File: src/rtl/ohlc_pkg.sv
// Shared types and constants for the OHLC bar builder.
// Holds the item structs, bar accumulator struct, sequencer states and divider request.
// Depends on nothing; every other file imports it.
package ohlc_pkg;

    // Field widths of the item fields and the bar accumulators.
    localparam int TIME_W   = 64;
    localparam int PRICE_W  = 32;
    localparam int AMOUNT_W = 32;
    localparam int PERIOD_W = 40;
    localparam int VOL_W    = 64;
    localparam int CNT_W    = 32;
    localparam int TOTAL_W  = 64;

    // Bar period after reset, in timestamp units.
    localparam logic [PERIOD_W-1:0] PERIOD_RESET = PERIOD_W'(60000000);

    // Operation codes of an input item.
    localparam logic OP_TRADE = 1'b0;
    localparam logic OP_FLUSH = 1'b1;

    // One input item.
    typedef struct packed {
        logic               operation;
        logic [TIME_W-1:0]  trade_time;
        logic               is_buy;
        logic [PRICE_W-1:0] trade_price;
        logic [AMOUNT_W-1:0] trade_amount;
    } trade_t;

    // One result item.
    typedef struct packed {
        logic [TIME_W-1:0]  bar_start_time;
        logic [PRICE_W-1:0] open_tick;
        logic [PRICE_W-1:0] high_tick;
        logic [PRICE_W-1:0] low_tick;
        logic [PRICE_W-1:0] close_tick;
        logic [PRICE_W-1:0] buy_mean_tick;
        logic [PRICE_W-1:0] sell_mean_tick;
        logic [VOL_W-1:0]   buy_volume;
        logic [VOL_W-1:0]   sell_volume;
        logic [CNT_W-1:0]   buy_trades;
        logic [CNT_W-1:0]   sell_trades;
    } bar_t;

    // Running contents of one bar.
    typedef struct packed {
        logic [TIME_W-1:0]  start;
        logic [PRICE_W-1:0] open;
        logic [PRICE_W-1:0] high;
        logic [PRICE_W-1:0] low;
        logic [PRICE_W-1:0] close;
        logic [VOL_W-1:0]   buy_vol;
        logic [VOL_W-1:0]   sell_vol;
        logic [CNT_W-1:0]   buy_cnt;
        logic [CNT_W-1:0]   sell_cnt;
        logic [TOTAL_W-1:0] buy_total;
        logic [TOTAL_W-1:0] sell_total;
    } bar_state_t;

    // Request to the shared divider.
    typedef struct packed {
        logic               start;
        logic [TOTAL_W-1:0] dividend;
        logic [CNT_W-1:0]   divisor;
    } div_req_t;

    // Sequencer states.
    typedef enum logic [2:0] {
        ST_IDLE,
        ST_BUY_START,
        ST_BUY_WAIT,
        ST_SELL_START,
        ST_SELL_WAIT,
        ST_LOAD
    } seq_state_t;

endpackage

File: src/rtl/ohlc_div.sv
// Iterative restoring divider, one quotient bit per cycle.
// Divides a price total by a trade count for the bar averages.
// Depends on ohlc_pkg.
module ohlc_div (
    input  logic              clk,
    input  logic              rst_n,
    input  ohlc_pkg::div_req_t req,
    output logic              done,
    output logic [ohlc_pkg::TOTAL_W-1:0] quotient
);
    import ohlc_pkg::*;

    localparam int STEP_W = $clog2(TOTAL_W);
    localparam logic [STEP_W-1:0] LAST_STEP = STEP_W'(TOTAL_W - 1);

    logic                busy_reg;
    logic                done_reg;
    logic [STEP_W-1:0]   step_reg;
    logic [CNT_W:0]      rem_reg;
    logic [TOTAL_W-1:0]  quot_reg;
    logic [CNT_W-1:0]    divisor_reg;

    logic [CNT_W:0]      rem_shift;
    logic [CNT_W+1:0]    trial;
    logic                fits;

    // Shift in the next dividend bit and try a subtraction.
    always_comb
    begin
        rem_shift = {rem_reg[CNT_W-1:0], quot_reg[TOTAL_W-1]};
        trial     = {1'b0, rem_shift} - {2'b00, divisor_reg};
        fits      = !trial[CNT_W+1];
    end

    // Control: busy flag, step counter and done pulse.
    always_ff @(posedge clk or negedge rst_n)
    begin
        if (!rst_n)
        begin
            busy_reg <= 1'b0;
            done_reg <= 1'b0;
            step_reg <= '0;
        end
        else
        begin
            done_reg <= 1'b0;
            if (req.start)
            begin
                busy_reg <= 1'b1;
                step_reg <= '0;
            end
            else if (busy_reg)
            begin
                step_reg <= step_reg + STEP_W'(1);
                if (step_reg == LAST_STEP)
                begin
                    busy_reg <= 1'b0;
                    done_reg <= 1'b1;
                end
            end
        end
    end

    // Datapath: partial remainder and quotient shift register.
    always_ff @(posedge clk)
    begin
        if (req.start)
        begin
            rem_reg     <= '0;
            quot_reg    <= req.dividend;
            divisor_reg <= req.divisor;
        end
        else if (busy_reg)
        begin
            rem_reg  <= fits ? trial[CNT_W:0] : rem_shift;
            quot_reg <= {quot_reg[TOTAL_W-2:0], fits};
        end
    end

    assign done     = done_reg;
    assign quotient = quot_reg;

endmodule

File: src/rtl/trade_stream_ohlc_bar_builder_unit.sv
// OHLC bar builder: a trade that stays within the open bar is taken without stalling the input.
// An item that closes a bar stalls the input until its result is loaded, waiting on the
// shared 64-step divider running once per side; a side without trades skips it.
// The next item is taken while a finished result still waits on the output register.
// Reset (rst_n, asynchronous, active low) leaves no bar open and the bar period at 60000000.
// Depends on ohlc_pkg and ohlc_div.
module trade_stream_ohlc_bar_builder_unit (
    input  logic                            clk,
    input  logic                            rst_n,
    input  logic                            cfg_write_en,
    input  logic [ohlc_pkg::PERIOD_W-1:0]   cfg_write_data,
    input  logic                            trade_valid,
    output logic                            trade_stall,
    input  ohlc_pkg::trade_t                trade,
    output logic                            bar_valid,
    input  logic                            bar_stall,
    output ohlc_pkg::bar_t                  bar
);
    import ohlc_pkg::*;

    seq_state_t          state_reg, state_next;
    logic [PERIOD_W-1:0] period_reg;
    logic                active_reg, active_next;
    bar_state_t          acc_reg, acc_next;
    bar_state_t          snap_reg, snap_next;
    logic [PRICE_W-1:0]  avg_buy_reg, avg_sell_reg;
    bar_t                out_reg;
    logic                out_valid_reg;

    logic                accept;
    logic                emit;
    logic                seed;
    logic [TIME_W:0]     end_sum;
    logic [TIME_W-1:0]   bar_end;
    bar_state_t          base;
    logic                out_free;
    div_req_t            div_req;
    logic                div_done;
    logic [TOTAL_W-1:0]  div_quot;
    logic [PRICE_W-1:0]  div_avg;

    // Saturating add of an item field to a 64-bit accumulator.
    function automatic logic [TOTAL_W-1:0] sat_add(input logic [TOTAL_W-1:0] a,
                                                   input logic [PRICE_W-1:0] b);
        logic [TOTAL_W:0] s;
        s = {1'b0, a} + (TOTAL_W+1)'(b);
        return s[TOTAL_W] ? '1 : s[TOTAL_W-1:0];
    endfunction

    // Saturating increment of a trade count.
    function automatic logic [CNT_W-1:0] sat_inc(input logic [CNT_W-1:0] a);
        return (a == '1) ? a : a + CNT_W'(1);
    endfunction

    assign accept   = trade_valid && !trade_stall;
    assign out_free = !out_valid_reg || !bar_stall;

    // Bar end, saturating at the top of the time range.
    always_comb
    begin
        end_sum = {1'b0, acc_reg.start} + (TIME_W+1)'(period_reg);
        bar_end = end_sum[TIME_W] ? '1 : end_sum[TIME_W-1:0];
    end

    // Bar accumulation: seed a new bar where needed, then add the trade; a flush closes the open bar.
    always_comb
    begin
        active_next = active_reg;
        snap_next   = snap_reg;
        emit        = 1'b0;
        seed        = 1'b0;
        base        = acc_reg;
        acc_next    = acc_reg;
        if (accept)
        begin
            if (trade.operation == OP_FLUSH)
            begin
                if (active_reg)
                begin
                    emit        = 1'b1;
                    snap_next   = acc_reg;
                    active_next = 1'b0;
                end
            end
            else
            begin
                if (!active_reg)
                begin
                    seed = 1'b1;
                end
                else if (trade.trade_time > bar_end)
                begin
                    seed      = 1'b1;
                    emit      = 1'b1;
                    snap_next = acc_reg;
                end
                if (seed)
                begin
                    base       = '0;
                    base.start = active_reg ? bar_end : trade.trade_time;
                    base.open  = trade.trade_price;
                    base.high  = trade.trade_price;
                    base.low   = trade.trade_price;
                end
                active_next = 1'b1;
                acc_next    = base;
                if (trade.trade_price > base.high)
                begin
                    acc_next.high = trade.trade_price;
                end
                if (trade.trade_price < base.low)
                begin
                    acc_next.low = trade.trade_price;
                end
                acc_next.close = trade.trade_price;
                if (trade.is_buy)
                begin
                    acc_next.buy_cnt   = sat_inc(base.buy_cnt);
                    acc_next.buy_total = sat_add(base.buy_total, trade.trade_price);
                    acc_next.buy_vol   = sat_add(base.buy_vol, trade.trade_amount);
                end
                else
                begin
                    acc_next.sell_cnt   = sat_inc(base.sell_cnt);
                    acc_next.sell_total = sat_add(base.sell_total, trade.trade_price);
                    acc_next.sell_vol   = sat_add(base.sell_vol, trade.trade_amount);
                end
            end
        end
    end

    // Sequencer next state.
    always_comb
    begin
        state_next = state_reg;
        case (state_reg)
            ST_IDLE:
            begin
                if (emit)
                begin
                    state_next = ST_BUY_START;
                end
            end
            ST_BUY_START:
            begin
                state_next = (snap_reg.buy_cnt == '0) ? ST_SELL_START : ST_BUY_WAIT;
            end
            ST_BUY_WAIT:
            begin
                if (div_done)
                begin
                    state_next = ST_SELL_START;
                end
            end
            ST_SELL_START:
            begin
                state_next = (snap_reg.sell_cnt == '0) ? ST_LOAD : ST_SELL_WAIT;
            end
            ST_SELL_WAIT:
            begin
                if (div_done)
                begin
                    state_next = ST_LOAD;
                end
            end
            ST_LOAD:
            begin
                if (out_free)
                begin
                    state_next = ST_IDLE;
                end
            end
            default:
            begin
                state_next = ST_IDLE;
            end
        endcase
    end

    // Sequencer outputs: input stall and divider requests.
    always_comb
    begin
        trade_stall     = 1'b1;
        div_req.start   = 1'b0;
        div_req.dividend = snap_reg.buy_total;
        div_req.divisor = snap_reg.buy_cnt;
        case (state_reg)
            ST_IDLE:
            begin
                trade_stall = 1'b0;
            end
            ST_BUY_START:
            begin
                div_req.start = (snap_reg.buy_cnt != '0);
            end
            ST_SELL_START:
            begin
                div_req.start    = (snap_reg.sell_cnt != '0);
                div_req.dividend = snap_reg.sell_total;
                div_req.divisor  = snap_reg.sell_cnt;
            end
            default:
            begin
                trade_stall = 1'b1;
            end
        endcase
    end

    // Shared divider for both averages.
    ohlc_div u_div (
        .clk      (clk),
        .rst_n    (rst_n),
        .req      (div_req),
        .done     (div_done),
        .quotient (div_quot)
    );

    // An average above the price range clips to the largest price.
    assign div_avg = (div_quot[TOTAL_W-1:PRICE_W] != '0) ? '1 : div_quot[PRICE_W-1:0];

    // Control registers.
    always_ff @(posedge clk or negedge rst_n)
    begin
        if (!rst_n)
        begin
            state_reg     <= ST_IDLE;
            period_reg    <= PERIOD_RESET;
            active_reg    <= 1'b0;
            out_valid_reg <= 1'b0;
        end
        else
        begin
            state_reg  <= state_next;
            active_reg <= active_next;
            if (cfg_write_en)
            begin
                period_reg <= cfg_write_data;
            end
            if (state_reg == ST_LOAD && out_free)
            begin
                out_valid_reg <= 1'b1;
            end
            else if (!bar_stall)
            begin
                out_valid_reg <= 1'b0;
            end
        end
    end

    // Payload registers: running bar, closed-bar snapshot, averages and output.
    always_ff @(posedge clk)
    begin
        acc_reg  <= acc_next;
        snap_reg <= snap_next;
        if (state_reg == ST_BUY_START)
        begin
            avg_buy_reg <= '0;
        end
        else if (state_reg == ST_BUY_WAIT && div_done)
        begin
            avg_buy_reg <= div_avg;
        end
        if (state_reg == ST_SELL_START)
        begin
            avg_sell_reg <= '0;
        end
        else if (state_reg == ST_SELL_WAIT && div_done)
        begin
            avg_sell_reg <= div_avg;
        end
        if (state_reg == ST_LOAD && out_free)
        begin
            out_reg.bar_start_time <= snap_reg.start;
            out_reg.open_tick      <= snap_reg.open;
            out_reg.high_tick      <= snap_reg.high;
            out_reg.low_tick       <= snap_reg.low;
            out_reg.close_tick     <= snap_reg.close;
            out_reg.buy_mean_tick  <= avg_buy_reg;
            out_reg.sell_mean_tick <= avg_sell_reg;
            out_reg.buy_volume     <= snap_reg.buy_vol;
            out_reg.sell_volume    <= snap_reg.sell_vol;
            out_reg.buy_trades     <= snap_reg.buy_cnt;
            out_reg.sell_trades    <= snap_reg.sell_cnt;
        end
    end

    assign bar_valid = out_valid_reg;
    assign bar       = out_reg;

endmodule

File: config.mk
export PLATFORM = sky130hd
export DESIGN_NAME = trade_stream_ohlc_bar_builder_unit
export DESIGN_NICKNAME = d
export VERILOG_FILES = /design/src/rtl/ohlc_pkg.sv /design/src/rtl/ohlc_div.sv /design/src/rtl/trade_stream_ohlc_bar_builder_unit.sv
export SDC_FILE = /design/constraint.sdc
export NUM_CORES = 2
export LEC_CHECK = 0
export ABC_AREA = 1
export ABC_CLOCK_PERIOD_IN_PS = 31200
export BUFFER_PORTS_ARGS = -buffer_cell sky130_fd_sc_hd__buf_4
export CORE_ASPECT_RATIO = 1.25
export CORE_MARGIN = 5
export CORE_UTILIZATION = 45
export DETAILED_ROUTE_END_ITERATION = 16
export HOLD_SLACK_MARGIN = 0.12
export PLACE_DENSITY_LB_ADDON = 0.25
export SYNTH_ARGS = -nofsm -noshare
export SYNTH_HDL_FRONTEND = slang
export SYNTH_SLANG_ARGS = --single-unit
File: constraint.sdc
create_clock -name clk -period 31.2 [get_ports clk]
set_clock_uncertainty 0.2 [all_clocks]
set_input_delay 6.24 -clock clk [delete_from_list [all_inputs] [get_ports clk]]
set_output_delay 6.24 -clock clk [all_outputs]
set_load 0.02 [all_outputs]
Word level (Yosys, flattened, before mapping):

Cells that the tools add are included.
W data, S select, Z words.

* input bits: 175
* register bits: 1717
* output and inout port bits: 450

* add/subtract/negate cells: 9
* reductions and logical operators: 20
* multiplexer cells: 56
* $lt $le $gt $ge: 3
* equal/unequal tests: 14
* bitwise operators: 1

Operator list (number)
* $mux W512: 7
* $mux W64: 12
* $add A64 B32 Y65: 4
* $mux W32: 8
* $mux W96: 1
* $reduce_bool A32 Y1: 3
* $add A64 B40 Y65: 1
* $add A32 B1 Y32 const B: 2
* $eq A32 B32 Y1 const B: 2
* $gt A64 B64 Y1: 1
* $logic_not A32 Y1: 2
* $sub A33 B32 Y34: 1
* $gt A32 B32 Y1: 1
* $lt A32 B32 Y1: 1
* $mux W1: 20
* $pmux W3 S6: 1
* $mux W3: 4
* $mux W6: 2
* $add A6 B1 Y6 const B: 1
* $eq A3 B2 Y1 const B: 2
* $eq A3 B3 Y1 const B: 2
* $eq A6 B6 Y1 const B: 1
* $ne A2 B1 Y1 const B: 3
* $reduce_and A3 Y1: 2
* 12 further kinds: 19

Longest topological paths before layout:

* word-level depth: 13
* mapped depth: 58

By module:

From an unflattened synthesis, not the netlist that was laid out.

* cell total of the unflattened synthesis: 8707
* area, all modules: 85191.7 µm²

By module, submodules not included
* trade_stream_ohlc_bar_builder_unit: sequential area each 46622.2 µm², area an instance 76940.0 µm², times used 1, cells each 7588
* ohlc_div: sequential area each 3723.6 µm², area an instance 8251.7 µm², times used 1, cells each 1119

Worst setup path after synthesis:

Ideal clock, no wire load.

* path kind: in2reg
* start point: input port trade[76] (netlist name)
* end point: register state_reg[0]
* arrival time: 35737 ps
* stages: 15
* setup time: 190 ps
* path buffers: 0
* slack: -4927 ps
* cell sequence: ha_1 nand2_1 inv_1 nand2_1 nor3_1 nand2_1 nand2_1 nand2_1 nand2_1 nand2_1 nand2_1 nand2_2 a21oi_1 o221ai_1 o32ai_1

* word-level cells in the longest chain between the ends: 7

Ends and longest elaborated chain
* start, declared: line trade_stream_ohlc_bar_builder_unit.sv:14 `input ohlc_pkg::trade_t trade,`
* $gt A64 B64 Y1: line trade_stream_ohlc_bar_builder_unit.sv:91 `else if (trade.trade_time > bar_end)`
* $mux W1: line trade_stream_ohlc_bar_builder_unit.sv:91
* $mux W1: line trade_stream_ohlc_bar_builder_unit.sv:87 `if (!active_reg)`
* $mux W1: line trade_stream_ohlc_bar_builder_unit.sv:76 `if (trade.operation == OP_FLUSH)`
* $mux W1: line trade_stream_ohlc_bar_builder_unit.sv:74 `if (accept)`
* $ne A2 B2 Y1 (no source line)
* $reduce_and A4 Y1 (no source line)
* end signal, assigned: line trade_stream_ohlc_bar_builder_unit.sv:233 `state_reg <= state_next;`
* end, declared: line trade_stream_ohlc_bar_builder_unit.sv:21 `seq_state_t state_reg, state_next;`

Every way passes these cells.
A chain may end at the register's enable or synchronous reset.

Worst setup path in the final report:

* start point: input port trade[80] (netlist name)
* end point: register acc_reg[283] (netlist name), data pin

* word-level cells in the longest chain between the ends: 11

Ends and longest elaborated chain
* $gt A64 B64 Y1 (*): line trade_stream_ohlc_bar_builder_unit.sv:91
* $mux W1 (*): line trade_stream_ohlc_bar_builder_unit.sv:91
* $mux W1 (*): line trade_stream_ohlc_bar_builder_unit.sv:87
* $mux W1 (*): line trade_stream_ohlc_bar_builder_unit.sv:76
* $mux W1 (*): line trade_stream_ohlc_bar_builder_unit.sv:74
* $mux W512 (*): line trade_stream_ohlc_bar_builder_unit.sv:97 `if (seed)`
* $mux W512 (*): line trade_stream_ohlc_bar_builder_unit.sv:76
* $mux W512 (*): line trade_stream_ohlc_bar_builder_unit.sv:74
* $add A64 B32 Y65: line trade_stream_ohlc_bar_builder_unit.sv:46 `s = {1'b0, a} + (TOTAL_W+1)'(b);`
* $mux W64: line trade_stream_ohlc_bar_builder_unit.sv:47 `return s[TOTAL_W] ? '1 : s[TOTAL_W-1:0];`
* $mux W64 (*): line trade_stream_ohlc_bar_builder_unit.sv:116 `if (trade.is_buy)`
* end signal, assigned: line trade_stream_ohlc_bar_builder_unit.sv:253 `acc_reg <= acc_next;`
* end, declared: line trade_stream_ohlc_bar_builder_unit.sv:24 `bar_state_t acc_reg, acc_next;`

Every way passes the cells marked *; elsewhere a longest branch is shown, timed or not. The select of a mux whose other input is x is not followed.

==> Implementation_results.wiki <==
{| class="wikitable"
! Metric !! Value
|-
| Largest net degree at the start of global routing || between 100 and 150
|-
| Most Frequent Cell on Critical Path || sky130_fd_sc_hd__nand2_1
|-
| Synthesized instance count || between 8000 and 9000
|-
| Worst slew pin tran || roughly 1.2 ns
|-
| Number of synthesized flops with an enable pin || about 1600
|-
| Yosys warnings || 0
|-
| Path class of the lowest-slack min-delay path || flop to flop
|-
| Iteration-0 DRC count of the detailed router || approximately 5100
|-
| Number of gates given a new drive strength after cts || 0
|-
| Data arrival time of the critical path || approximately 14 ns
|-
| Overall fraction of global-route tracks in use || between 20% and 30%
|-
| Root buffer selected by CTS || sky130_fd_sc_hd__clkbuf_16
|-
| Layout cells sized above 1 || a little over an eighth
|-
| Post-layout min period || 13.28 ns
|-
| TritonCTS clock tree || done
|-
| Number of core rows || around 180
|-
| Gr ovfl total || 0
|-
| Total Wirelength || 240000 µm
|-
| Antenna violations before repair || 3
|-
| Outcome || complete, no violations
|-
| Die Height || between 400 and 500 µm
|-
| Post-synth net total || 8813
|-
| Number of flip-flops and latches in the synthesized netlist || 1717
|-
| Layout overhead on the synthesized area || 15.8%
|-
| Cts bufs inserted || roughly 170
|-
| GR peak layer || met2
|-
| Highest ir drop seen on vdd || 55.7 µV
|-
| Total power density per cell area || a little over 50 nW/µm²
|-
| Via/cell ratio || 5.38
|-
| Critical path start-end classification || input pin to flop
|-
| Met2 capacity usage during global routing || between 40% and 50%
|-
| Hold Slack || 0.209 ns
|-
| Post-DRT Antenna Nets || 0
|-
| Port Buf Inserts || between 600 and 700
|-
| Compound-Gate Fraction of Synth Area || approximately 8.6%
|-
| Unrepaired setup endpoints after global routing || no
|-
| Number of max-cap violations || 0
|-
| Area of the core region || ~190000 µm²
|-
| Final setup violating endpoints || 0
|-
| Die Outline Area || approximately 200000 µm²
|-
| Met1 usage in global routing || 31.1%
|-
| Clock latency on the worst-skew pair || 0.84 ns
|-
| Most frequent cells after synthesis || 1608 x sky130_fd_sc_hd__nand2_1, 1568 x sky130_fd_sc_hd__edfxtp_1, 1117 x sky130_fd_sc_hd__inv_1
|-
| Max Transition Viols Final || 0
|-
| Synthesized cell area || roughly 84000 µm²
|-
| Fin util || 52.3%
|-
| Routed vias || 61800
|-
| Cell with the most instances after synthesis || sky130_fd_sc_hd__nand2_1
|-
| Asr flop ratio synth || a little over 3%
|-
| Share of synthesized area occupied by flip-flops and latches || about three fifths
|-
| Unique cell type count in the Yosys netlist || 75
|-
| Die boundary width || 396 µm
|-
| Share of the synthesized netlist area taken by xor and xnor gates || 2.21%
|-
| Mean post-synth cell area || approximately 10 µm²
|-
| GRT met3 Usage || between 4 and 5%
|-
| Leakage component of the power || ~40 nW
|-
| Postcts setup bufs || 0
|-
| Top achievable clock speed || between 70 and 80 MHz
|-
| Final period utilization || between 40% and 50%
|-
| Boundary pin count || between 600 and 700
|-
| Number of iterations in the first detailed-routing pass || 6
|-
| Number of hold buffers added after cts || 0
|-
| Clock-pin slew on the worst setup and hold paths || ~0.06 ns
|-
| Minimum setup slack after placement || between 15 and 20 ns
|-
| H-tree Lvls || 4
|-
| Vias in the first global route || around 60000
|-
| Wire length of the first global-routing pass || about 360000 µm
|-
| Total Nets Final || about 9400
|-
| Simple-Gate Fraction of Synth Area || around 17%
|-
| Routability-driven placement congestion ratio || around 0.92
|-
| Layout filler cell count || 16500
|-
| Post-layout power || about 5 mW
|-
| Slowest cell on the critical path || sky130_fd_sc_hd__nand2_1
|-
| Number of buffers on the longest clock path || 3
|-
| Largest stage delay on the critical path || between 0.8 and 0.9 ns
|-
| Adder and majority cell fraction of the synthesized area || just over 5%
|-
| Setup slack of the critical path after layout || 17.92 ns
|-
| CP max FO || 100
|-
| Initial Utilization || ~45%
|-
| Detailed placement HPWL || 172000 µm
|-
| Dominant combinational cell family by area after synthesis || simple AND/OR/NAND/NOR gates
|-
| Setup TNS || 0 ns
|-
| DRC errors left || 0
|-
| Relative slew slack || between 20 and 25%
|-
| Worst Path Required || 31.54 ns
|-
| Number of sinks handled by clock tree synthesis || 1717
|-
| Final hold vios || 0
|-
| Type of element launching the critical path || input pin
|-
| Cell taking the most area after synthesis || sky130_fd_sc_hd__edfxtp_1
|-
| Primary flip-flop cell chosen by synthesis mapping || sky130_fd_sc_hd__edfxtp_1
|-
| Top cells by area in the synthesized netlist || sky130_fd_sc_hd__edfxtp_1 56%, sky130_fd_sc_hd__nand2_1 7.2%, sky130_fd_sc_hd__inv_1 5.0%
|-
| Mux share of post-synthesis cell area || 0.537%
|-
| Average wire length per cell after detail routing || between 20 and 25 µm
|-
| Sort of element at the end of the critical path || flop
|-
| Area share of the largest cell type after synthesis || between 50% and 60%
|}
critical path: cells and delay by family:
family	cells	cell delay, ns
and+or+nand+nor	21	3.69
AOI/OAI and AO/OA	6	1.59
buffers and inverters	4	0.96
adders and majority gates	3	0.95
worst paths after layout:
path                                               from                   endpoint  slack [ns]  depth (start not counted)
worst max register to register   acc_reg[452]$_DFFE_PP_     acc_reg[283]$_DFFE_PP_       19.27                         46
worst min-delay path            snap_reg[416]$_DFFE_PP_         bar[352]$_DFFE_PP_        0.21                          0
worst max-delay path                          trade[80]     acc_reg[283]$_DFFE_PP_       17.92                         34
min in group asynchronous                         rst_n  period_reg[7]$_DFFE_PN0P_        5.28                          1
max in group asynchronous                         rst_n   u_div.busy_reg$_DFF_PN0_       24.94                          1
worst min register to register  snap_reg[416]$_DFFE_PP_         bar[352]$_DFFE_PP_        0.21                          0
per-stage QoR:
| stage | instance area [µm²] | std cells |
|---|---|---|
| global route | 97200 | 11500 |
| global placement | 91000 | 11200 |
| detailed placement | 91000 | 11200 |
| floorplan | 83900 | 8302 |
| CTS | 97200 | 11500 |
| finish | 97200 | 11500 |
cells in the final DEF, fill, tap and decap left out, types with 11 or more instances in the layout:
master / synthesis / layout
sky130_fd_sc_hd__nor2_2: 60 / 62
sky130_fd_sc_hd__nor3_1: 92 / 91
sky130_fd_sc_hd__nand3b_1: 33 / 33
sky130_fd_sc_hd__a21boi_0: 15 / 15
sky130_fd_sc_hd__a211oi_1: 12 / 11
sky130_fd_sc_hd__nor4_1: 43 / 43
sky130_fd_sc_hd__inv_2: 15 / 17
sky130_fd_sc_hd__a31oi_1: 142 / 142
sky130_fd_sc_hd__xor2_1: 104 / 104
sky130_fd_sc_hd__mux2_2: 40 / 40
sky130_fd_sc_hd__nand2_1: 1608 / 1604
sky130_fd_sc_hd__o21ai_0: 548 / 548
sky130_fd_sc_hd__nor2_1: 794 / 789
sky130_fd_sc_hd__buf_4: 3 / 670
sky130_fd_sc_hd__xnor2_1: 108 / 108
sky130_fd_sc_hd__clkinv_2: 0 / 35
sky130_fd_sc_hd__a21oi_1: 446 / 444
sky130_fd_sc_hd__dfrtp_1: 43 / 43
sky130_fd_sc_hd__o21bai_1: 16 / 16
sky130_fd_sc_hd__inv_1: 1117 / 1114
sky130_fd_sc_hd__nand2_2: 15 / 18
sky130_fd_sc_hd__o21ai_1: 30 / 30
sky130_fd_sc_hd__clkbuf_1: 143 / 35
sky130_fd_sc_hd__nand3_1: 467 / 467
sky130_fd_sc_hd__nor2_4: 20 / 23
sky130_fd_sc_hd__bufinv_16: 0 / 30
sky130_fd_sc_hd__dfxtp_1: 96 / 96
sky130_fd_sc_hd__o21a_1: 45 / 45
sky130_fd_sc_hd__edfxtp_1: 1568 / 1568
sky130_fd_sc_hd__or2_2: 22 / 22
sky130_fd_sc_hd__clkbuf_16: 0 / 175
sky130_fd_sc_hd__clkinv_1: 2 / 11
sky130_fd_sc_hd__nand4_1: 96 / 96
sky130_fd_sc_hd__ha_1: 330 / 330
sky130_fd_sc_hd__nor3_2: 15 / 16
where the power goes:
| group | switching, mW | internal [mW] | total [mW] | leakage [nW] |
|---|---|---|---|---|
| clock | 0.947 | 1.31 | 2.26 | 3.01 |
| combinational | 0.158 | 0.0904 | 0.249 | 22.5 |
| sequential | 0.00351 | 2.49 | 2.49 | 14.3 |
| total | 1.11 | 3.89 | 5.00 | 39.8 |
area by class of cell:
class,instances,area (µm²),area share (%)
Sequential cell,1717,50300,51.8
Multi-Input combinational cell,5215,28200,29.0
Timing Repair Buffer,674,5100,5.25
Clock buffer,215,4580,4.71
Inverter,1134,4270,4.39
Tap cell,2416,3020,3.11
Clock inverter,110,1650,1.69
Antenna cell,2,5.00,0.00515
kinds of logic (layout without fill, tap and decap cells):
kind of cell,after synthesis,after routing
AO/OA/AOI/OAI,1321,1321
adder cells (fa/ha/maj),336,336
buffers and inverters,1370,2133
AND/OR/NAND/NOR,3306,3306
flip-flops,1717,1717
other,0,2
multiplexers,40,40
XOR/XNOR,212,212
metal layers:
metal	share of wire [%]	wire length [µm]
met1	42	101000
met2	48	115000
met3	7.0	16800
met4	3.4	8190
met5	0.011	27
(Power assumes the default switching activity.)
